**src/hdl/iirdf1_pkg.sv**
```systemverilog
package iirdf1_pkg;

   // Data path sizing
   localparam int SAMPLE_BITS      = 16;
   localparam int COEFF_WIDTH      = 18;
   localparam int COEFF_FRAC_BITS  = 14;
   localparam int SAMPLE_FRAC_BITS = 0;
   localparam int FF_TAPS          = 3;
   localparam int FB_TAPS          = 2;

   // Register file
   localparam int NUM_REGS    = 5;
   localparam int ADDR_WIDTH  = 5;
   localparam int CSR_WIDTH   = 32;

   // Product, and accumulator with room for five terms plus the rounding bias
   localparam int PROD_WIDTH  = COEFF_WIDTH + SAMPLE_BITS;
   localparam int SUM_WIDTH   = PROD_WIDTH + 3;
   localparam int BIAS_WIDTH  = COEFF_FRAC_BITS + SAMPLE_FRAC_BITS + 1;
   localparam int ACC_WIDTH   = (SUM_WIDTH > BIAS_WIDTH) ? SUM_WIDTH : BIAS_WIDTH + 1;

   typedef enum logic [2:0] {
      REG_FF_COEFF_0 = 3'd0,
      REG_FF_COEFF_1 = 3'd1,
      REG_FF_COEFF_2 = 3'd2,
      REG_FB_COEFF_1 = 3'd3,
      REG_FB_COEFF_2 = 3'd4
   } reg_index_type;

   typedef struct packed {
      logic signed [COEFF_WIDTH-1:0] ff0;
      logic signed [COEFF_WIDTH-1:0] ff1;
      logic signed [COEFF_WIDTH-1:0] ff2;
      logic signed [COEFF_WIDTH-1:0] fb1;
      logic signed [COEFF_WIDTH-1:0] fb2;
   } coeff_set_type;

   typedef struct packed {
      logic signed [SAMPLE_BITS-1:0] x0;
      logic signed [SAMPLE_BITS-1:0] x1;
      logic signed [SAMPLE_BITS-1:0] x2;
      logic signed [SAMPLE_BITS-1:0] y1;
      logic signed [SAMPLE_BITS-1:0] y2;
   } tap_set_type;

endpackage

```
**src/hdl/iirdf1_csr.sv**
```systemverilog
module iirdf1_csr
   import iirdf1_pkg::*;
(
   input  logic                  clock,
   input  logic                  reset,
   input  logic                  csr_psel,
   input  logic                  csr_penable,
   input  logic                  csr_pwrite,
   input  logic [ADDR_WIDTH-1:0] csr_paddr,
   input  logic [CSR_WIDTH-1:0]  csr_pwdata,
   output logic [CSR_WIDTH-1:0]  csr_prdata,
   output logic                  csr_pready,
   output coeff_set_type         coeffs
);

   logic signed [COEFF_WIDTH-1:0] coeff_ff [NUM_REGS];
   logic signed [COEFF_WIDTH-1:0] rd_coeff;
   logic [2:0]                    reg_sel;
   logic                          wr_en;

   assign csr_pready = 1'b1;
   assign reg_sel    = csr_paddr[ADDR_WIDTH-1:2];
   assign wr_en      = csr_psel & csr_penable & csr_pwrite & csr_pready;

   // Coefficient registers, low bits of the write data kept
   always_ff @(posedge clock) begin
      if (reset) begin
         for (int i = 0; i < NUM_REGS; i++) begin
            coeff_ff[i] <= '0;
         end
      end else if (wr_en) begin
         unique case (reg_sel)
            REG_FF_COEFF_0: coeff_ff[0] <= csr_pwdata[COEFF_WIDTH-1:0];
            REG_FF_COEFF_1: coeff_ff[1] <= csr_pwdata[COEFF_WIDTH-1:0];
            REG_FF_COEFF_2: coeff_ff[2] <= csr_pwdata[COEFF_WIDTH-1:0];
            REG_FB_COEFF_1: coeff_ff[3] <= csr_pwdata[COEFF_WIDTH-1:0];
            REG_FB_COEFF_2: coeff_ff[4] <= csr_pwdata[COEFF_WIDTH-1:0];
            default: ;
         endcase
      end
   end

   // Readback, sign-extended to the bus
   always_comb begin
      unique case (reg_sel)
         REG_FF_COEFF_0: rd_coeff = coeff_ff[0];
         REG_FF_COEFF_1: rd_coeff = coeff_ff[1];
         REG_FF_COEFF_2: rd_coeff = coeff_ff[2];
         REG_FB_COEFF_1: rd_coeff = coeff_ff[3];
         REG_FB_COEFF_2: rd_coeff = coeff_ff[4];
         default:        rd_coeff = '0;
      endcase
   end

   assign csr_prdata = CSR_WIDTH'(rd_coeff);

   assign coeffs.ff0 = coeff_ff[0];
   assign coeffs.ff1 = coeff_ff[1];
   assign coeffs.ff2 = coeff_ff[2];
   assign coeffs.fb1 = coeff_ff[3];
   assign coeffs.fb2 = coeff_ff[4];

endmodule

```
**config.mk**
```make
export PLATFORM = sky130hd
export DESIGN_NAME = iirdf1_csr
export DESIGN_NICKNAME = d
export VERILOG_FILES = /design/src/hdl/iirdf1_pkg.sv /design/src/hdl/iirdf1_csr.sv
export SDC_FILE = /design/constraint.sdc
export NUM_CORES = 1
export LEC_CHECK = 0
export BUFFER_PORTS_ARGS = -buffer_cell sky130_fd_sc_hd__buf_2
export CAP_MARGIN = 10
export CORE_UTILIZATION = 47
export DETAILED_ROUTE_END_ITERATION = 10
export PLACE_DENSITY_LB_ADDON = 0.15
export RECOVER_POWER = 50
export REMOVE_ABC_BUFFERS = 1
export SLEW_MARGIN = 20
export SYNTH_ARGS = -nofsm -noshare
export SYNTH_HDL_FRONTEND = slang
export SYNTH_SLANG_ARGS = --single-unit
```
**constraint.sdc**
```tcl
create_clock -name clock -period 4.19 [get_ports clock]
set_input_delay 1.257 -clock clock [delete_from_list [all_inputs] [get_ports clock]]
set_output_delay 1.257 -clock clock [all_outputs]
set_load 0.05 [all_outputs]
```
==> impl_metrics.toml, run 1 <==
[power]
power.leakage_nw = 1.71
ir_worst_vdd_mv = 0.225
power.total_mw = 2.15
switching_share_pct = 33.8
pwr-share-comb_pct = 24.0
power.switching_mw = 0.725
intPower_mw = 1.42
power_frac_seq_pct = 50.1
power_density_mw_per_mm2 = 459
clkPwrFrac_pct = 25.9

[final_layout]
final_cells = 480
nNetsFinal = 415
n_fill_cell = 674
area_growth_pct = 21.8
final_util_pct = 59.9
reg_top3 = "coeff_ff: 90 flops"
regMostFlops = "coeff_ff"
final_common_cell = "clkbuf_1"
fin_area_mm2 = 0.00468
largest_reg_flops = 90
drive_gt1_share_pct = 29.9
diodes = 0
layout_common_cells = "clkbuf_1 (93), edfxtp_1 (90), buf_2 (57)"

[clock_network]
clock-sinks = 90
postCtsSetupBuffers = 0
cts_buffers = 9
hold_buffers = 0
ctsResizeCount = 0
cts_buffer_depth = 2
path_clk_slew_ns = 0.08
cts_root_buf = "clkbuf_8"
h-tree-depth = 3
cts_tree = "done"

[status]
status = "finished, final reports clean"

[synth]
avgSynthCellArea_um2 = 16.8
synth_cell_types = 28
yosysSeqAreaShare_pct = 70.4
ys_warn_count = 0
synth_area_mm2 = 0.00384
ys_ff_latch = 90
synthCells = 229

[timing]
slew_violations = 0
finalSetupViolCount = 0
hold_viol = 0
finalCritPeriodShare_pct = 95.2
min_period_ns = 3.99
max_slew_margin_pct = 3.58
finalSetupTns_ns = 0
rsz0062_at_grt = "no"
fmax_ghz = 0.251
setup_slack_ns = 0.201
worst_pin_slew_ns = 1.44
fin_hold_ws_ns = 1.29

[floorplan]
io_pins = 165
die_h_um = 92.4
row_count = 32
start_util_pct = 49.2
die-area_mm2 = 0.00853
core_area_mm2 = 0.00781
chipWidth_um = 92.4

[drt]
dr.pass1.iters = 4
ant_nets = 0
drc = 0
num_vias = 2630
wl_um = 9590
drt_iter0_markers = 130
routedWlPerCell_um = 20.0
viasPerCell = 5.48

[place]
gp_congestion = 0.718
place_area_mm2 = 0.00462
hpwl_um = 6470
dp_cells = 464
post-place-ws_ns = 0.236
port-buffer-count = 147

[critical_path]
worstPathRequired_ns = 2.93
crit_path_end_kind = "output port"
arrival_ns = 2.73
worstSetupPathType = "input pin to output port"
path_max_fanout = 12
startpoint_type = "input pin"

[run]
cap_violations = 0

[grt]
grt_start_max_net_pins = 19
grt_pass1_vias = 2536
grt_pass1_wl_um = 13900
gr-total-overflow = 0
track_usage_pct = 22.6
antenna_found_initial = 0

[hold_path]
holdPathStages = 2
worstHoldPathType = "input pin to flop"
per-layer routing:
layer	vias up	wire, um	GRT usage, %	part of all wire [%]
li1	1182	-	-	-
met1	1313	4150	29.5	43
met2	127	4720	37.3	49
met3	8	627	4.11	6.5
met4	0	87	9.38	0.91
met5	-	0	0	0
final timing paths:
check | startpoint | slack, ns | to
worst min-delay path | csr_pwdata[15] | 1.29 | coeff_ff[0][87]
worst max-delay path | csr_paddr[3] | 0.20 | csr_prdata[2]
cells by family (layout without fill, tap and decap cells):
group / count (synthesis) / after routing / share of synthesized area, %
AOI/OAI and AO/OA: 58 / 58 / 11.0
muxes: 19 / 19 / 7.24
DFF: 90 / 90 / 70.4
buffers and inverters: 32 / 181 / 6.19
and+or+nand+nor: 29 / 29 / 5.12
other: 1 / 1 / 0.0977
cells in the mapped netlist:
master,number,area share [%]
and2_1,18,2.9
buf_2,1,0.13
buf_6,5,1.5
nor2b_4,1,0.36
o21ai_1,16,2.1
nor2b_1,2,0.33
clkbuf_1,2,0.20
edfxtp_1,90,70
nand2_1,2,0.20
inv_1,1,0.098
buf_4,21,4.1
nand4b_2,1,0.39
nand3_1,1,0.13
a32oi_1,17,3.9
a31o_2,2,0.46
buf_1,1,0.098
nor2_4,2,0.59
nor2_1,2,0.20
mux2_2,2,0.59
mux2_4,17,6.6
o21a_1,1,0.20
a22oi_2,1,0.33
a22oi_1,17,3.3
a21o_1,1,0.20
conb_1,1,0.098
inv_2,1,0.098
o41ai_1,1,0.23
o21ai_0,2,0.26
power by group through the flow:
stage	Sequential (mW)	Combinational, mW	Clock (mW)
2_1_floorplan	1.28	0.196	0
3_3_place_gp	1.09	0.533	0
3_5_place_dp	1.09	0.534	0
4_1_cts	1.07	0.535	0.562
5_1_grt	1.08	0.535	0.608
6_report	1.08	0.516	0.555
critical path: stages:
cell	delay, ns
buf_2	0.29
nor2b_2	0.46
buf_4	0.23
a32oi_1	0.06
o21ai_1	0.14
buf_2	0.29
final cells by class:
type / instances / area, um^2 / area share, %
sequential: 90 / 2700 / 57.8
timing repair buffer: 163 / 752 / 16.1
clock inverter: 5 / 55.1 / 1.18
multi-input combinational: 107 / 900 / 19.2
tap: 102 / 128 / 2.73
inverter: 2 / 7.51 / 0.161
clock buffer: 11 / 131 / 2.81
(Power assumes the default switching activity.)
==> run 2, diff against run 1 <==
--- a/config.mk
+++ b/config.mk
@@ -5,9 +5,10 @@
 export SDC_FILE = /design/constraint.sdc
 export NUM_CORES = 1
 export LEC_CHECK = 0
+export ABC_AREA = 1
 export BUFFER_PORTS_ARGS = -buffer_cell sky130_fd_sc_hd__buf_2
 export CAP_MARGIN = 10
-export CORE_UTILIZATION = 47
+export CORE_UTILIZATION = 48
 export DETAILED_ROUTE_END_ITERATION = 10
 export PLACE_DENSITY_LB_ADDON = 0.15
 export RECOVER_POWER = 50
==> run 2 against run 1 <==
  * Setup slack better by 0.072 ns
  * First-iteration DRC count rose by 23%
  * Non-clock buffer count increased by 2
  * Cell count up 24%
  * Critical path depth grew 3
  * Count of clock-buffer cells in the layout fell by 2
  * Die area is essentially flat
  * Area after synthesis up 2.1%
  * Power is 3.7% higher
==> impl_metrics.toml, run 2 <==
[clock_network]
path_clk_slew_ns = 0.09
cts_buffers = 9
hold_buffers = 0
postCtsSetupBuffers = 0
cts_root_buf = "clkbuf_8"
cts_tree = "done"
h-tree-depth = 3
ctsResizeCount = 0
clock-sinks = 90
cts_buffer_depth = 2

[place]
port-buffer-count = 147
place_area_mm2 = 0.00470
post-place-ws_ns = 0.274
hpwl_um = 6890
gp_congestion = 0.801

[timing]
min_period_ns = 3.92
max_slew_margin_pct = 4.09
hold_viol = 0
slew_violations = 0
finalSetupTns_ns = 0
fmax_ghz = 0.255
fin_hold_ws_ns = 1.28
rsz0062_at_grt = "no"
finalCritPeriodShare_pct = 93.5
worst_pin_slew_ns = 1.42
setup_slack_ns = 0.274
finalSetupViolCount = 0

[power]
power_frac_seq_pct = 48.5
power.switching_mw = 0.764
switching_share_pct = 34.3
intPower_mw = 1.46
pwr-share-comb_pct = 23.1
power.total_mw = 2.23
power_density_mw_per_mm2 = 467
clkPwrFrac_pct = 28.4
ir_worst_vdd_mv = 0.264
power.leakage_nw = 2.02

[final_layout]
multi_input_area_um2 = 875
fin_area_mm2 = 0.00477
final_common_cell = "clkbuf_1"
area_growth_pct = 21.7
diodes = 0
largest_reg_flops = 90
regMostFlops = "coeff_ff"
layout_common_cells = "clkbuf_1 (94), edfxtp_1 (90), nand2_1 (75)"
drive_gt1_share_pct = 18.3
register_area_mm2 = 0.00270
n_fill_cell = 712
reg_top3 = "coeff_ff: 90 flops"
nNetsFinal = 530

[synth]
synth_area_mm2 = 0.00392
synthCells = 346
ys_ff_latch = 90
yosysMostFrequentCell = "edfxtp_1"
avgSynthCellArea_um2 = 11.3
ys_warn_count = 0
synth_area_leaders = "edfxtp_1 (69%), nand2_1 (7.2%), nand3_1 (7.2%), buf_4 (3.8%), nor2_1 (3.6%)"
synth_cell_types = 16
yosysSeqAreaShare_pct = 69.0
async_flop_share_pct = 0
synth_top_cell_area_share_pct = 69.0
synth_area_leader_cell = "edfxtp_1"
synth_edf_count = 90
synth_ff_type = "edfxtp_1"
synth_commonest_cells = "edfxtp_1 (90), nand2_1 (75), nand3_1 (56)"

[drt]
ant_nets = 0
dr.pass1.iters = 4
drt_iter0_markers = 160
num_vias = 3073
viasPerCell = 5.16
routedWlPerCell_um = 16.6
drc = 0
wl_um = 9890

[grt]
grt_pass1_vias = 2825
grt_start_max_net_pins = 29
antenna_found_initial = 0
gr-total-overflow = 0
track_usage_pct = 23.2
grt_pass1_wl_um = 14700

[critical_path]
arrival_ns = 2.66
crit_path_end = "csr_prdata[9]"
path_max_fanout = 10
crit_path_end_kind = "output port"
worstSetupPathType = "input pin to output port"
critPathLaunch = "csr_paddr[4]"
startpoint_type = "input pin"
worstPathRequired_ns = 2.93

[floorplan]
chipWidth_um = 92.4
row_count = 32
die_h_um = 92.4
start_util_pct = 50.2
core_area_mm2 = 0.00781
io_pins = 165
die-area_mm2 = 0.00853

[run]
cap_violations = 0

[hold_path]
worstHoldPathType = "input pin to flop"

[status]
status = "finished, final reports clean"
run 2: cell count changes after synthesis, sizes merged, moves of 2 or more:
cell	before	now
inv	2	25
a22oi	18	0
mux2	19	0
a32oi	17	0
o21ai	18	7
nand2	2	75
and2	18	0
buf	28	33
nand4	0	18
nor2b	3	0
nand3	1	56
a31o	2	0
nor2	4	40
run 2: area by class of cell:
type	count	share of cell area [%]
sequential	90	56.6
multi-input combinational	197	18.3
timing repair buffer	165	15.8
tap	102	2.68
clock buffer	9	2.60
inverter	25	1.97
clock inverter	7	1.94
run 2: per-stage QoR:
stage / util, % / cells
final: 61.1 / 595
after global routing: 61.1 / 595
after CTS: 63.0 / 595
after detailed placement: 60.2 / 579
after global placement: 60.2 / 579
after floorplan: - / 312
run 2: worst min-delay path by stage:
stage / from / endpoint / slack, ns / cells after the start
3_5_place_dp: csr_pwdata[13] / coeff_ff[0][49] / 1.65 / 3
2_1_floorplan: csr_pwdata[0] / coeff_ff[0][0] / 1.52 / 2
4_1_cts: csr_pwdata[1] / coeff_ff[0][19] / 1.28 / 3
6_report: csr_pwdata[1] / coeff_ff[0][19] / 1.28 / 3
3_3_place_gp: csr_pwdata[3] / coeff_ff[0][39] / 1.64 / 3
5_1_grt: csr_pwdata[13] / coeff_ff[0][13] / 1.28 / 3
run 2: cells by family (layout without fill, tap and decap cells):
logic type | count (synthesis) | in the layout | synth area share [%]
simple gates | 189 | 189 | 21.2
flops | 90 | 90 | 69.0
buf+inv | 59 | 206 | 8.78
compound gates | 7 | 7 | 0.990
other cells | 1 | 1 | 0.0957
run 2: routing by layer:
metal  global-route usage (%)  up-vias  wire [um]
met5                        0        -          0
met4                     9.64        0        125
met3                     4.52       10        771
met2                     37.8      157       4890
met1                     30.6     1443       4110
li1                         -     1463          -
run 2: power by group through the flow:
| stage | clock network (mW) | logic, mW | registers [mW] |
|---|---|---|---|
| after global routing | 0.673 | 0.537 | 1.09 |
| after CTS | 0.639 | 0.537 | 1.08 |
| final | 0.633 | 0.514 | 1.08 |
| after detailed placement | 0 | 0.536 | 1.10 |
| after floorplan | 0 | 0.187 | 1.29 |
| after global placement | 0 | 0.534 | 1.10 |
run 2: critical path, cell delays in order:
cell	delay [ns]
clkbuf_1	0.12
buf_4	0.20
nor2_1	0.25
clkbuf_1	0.28
nand3_1	0.10
o21ai_0	0.08
inv_1	0.06
nand2_1	0.06
buf_2	0.25
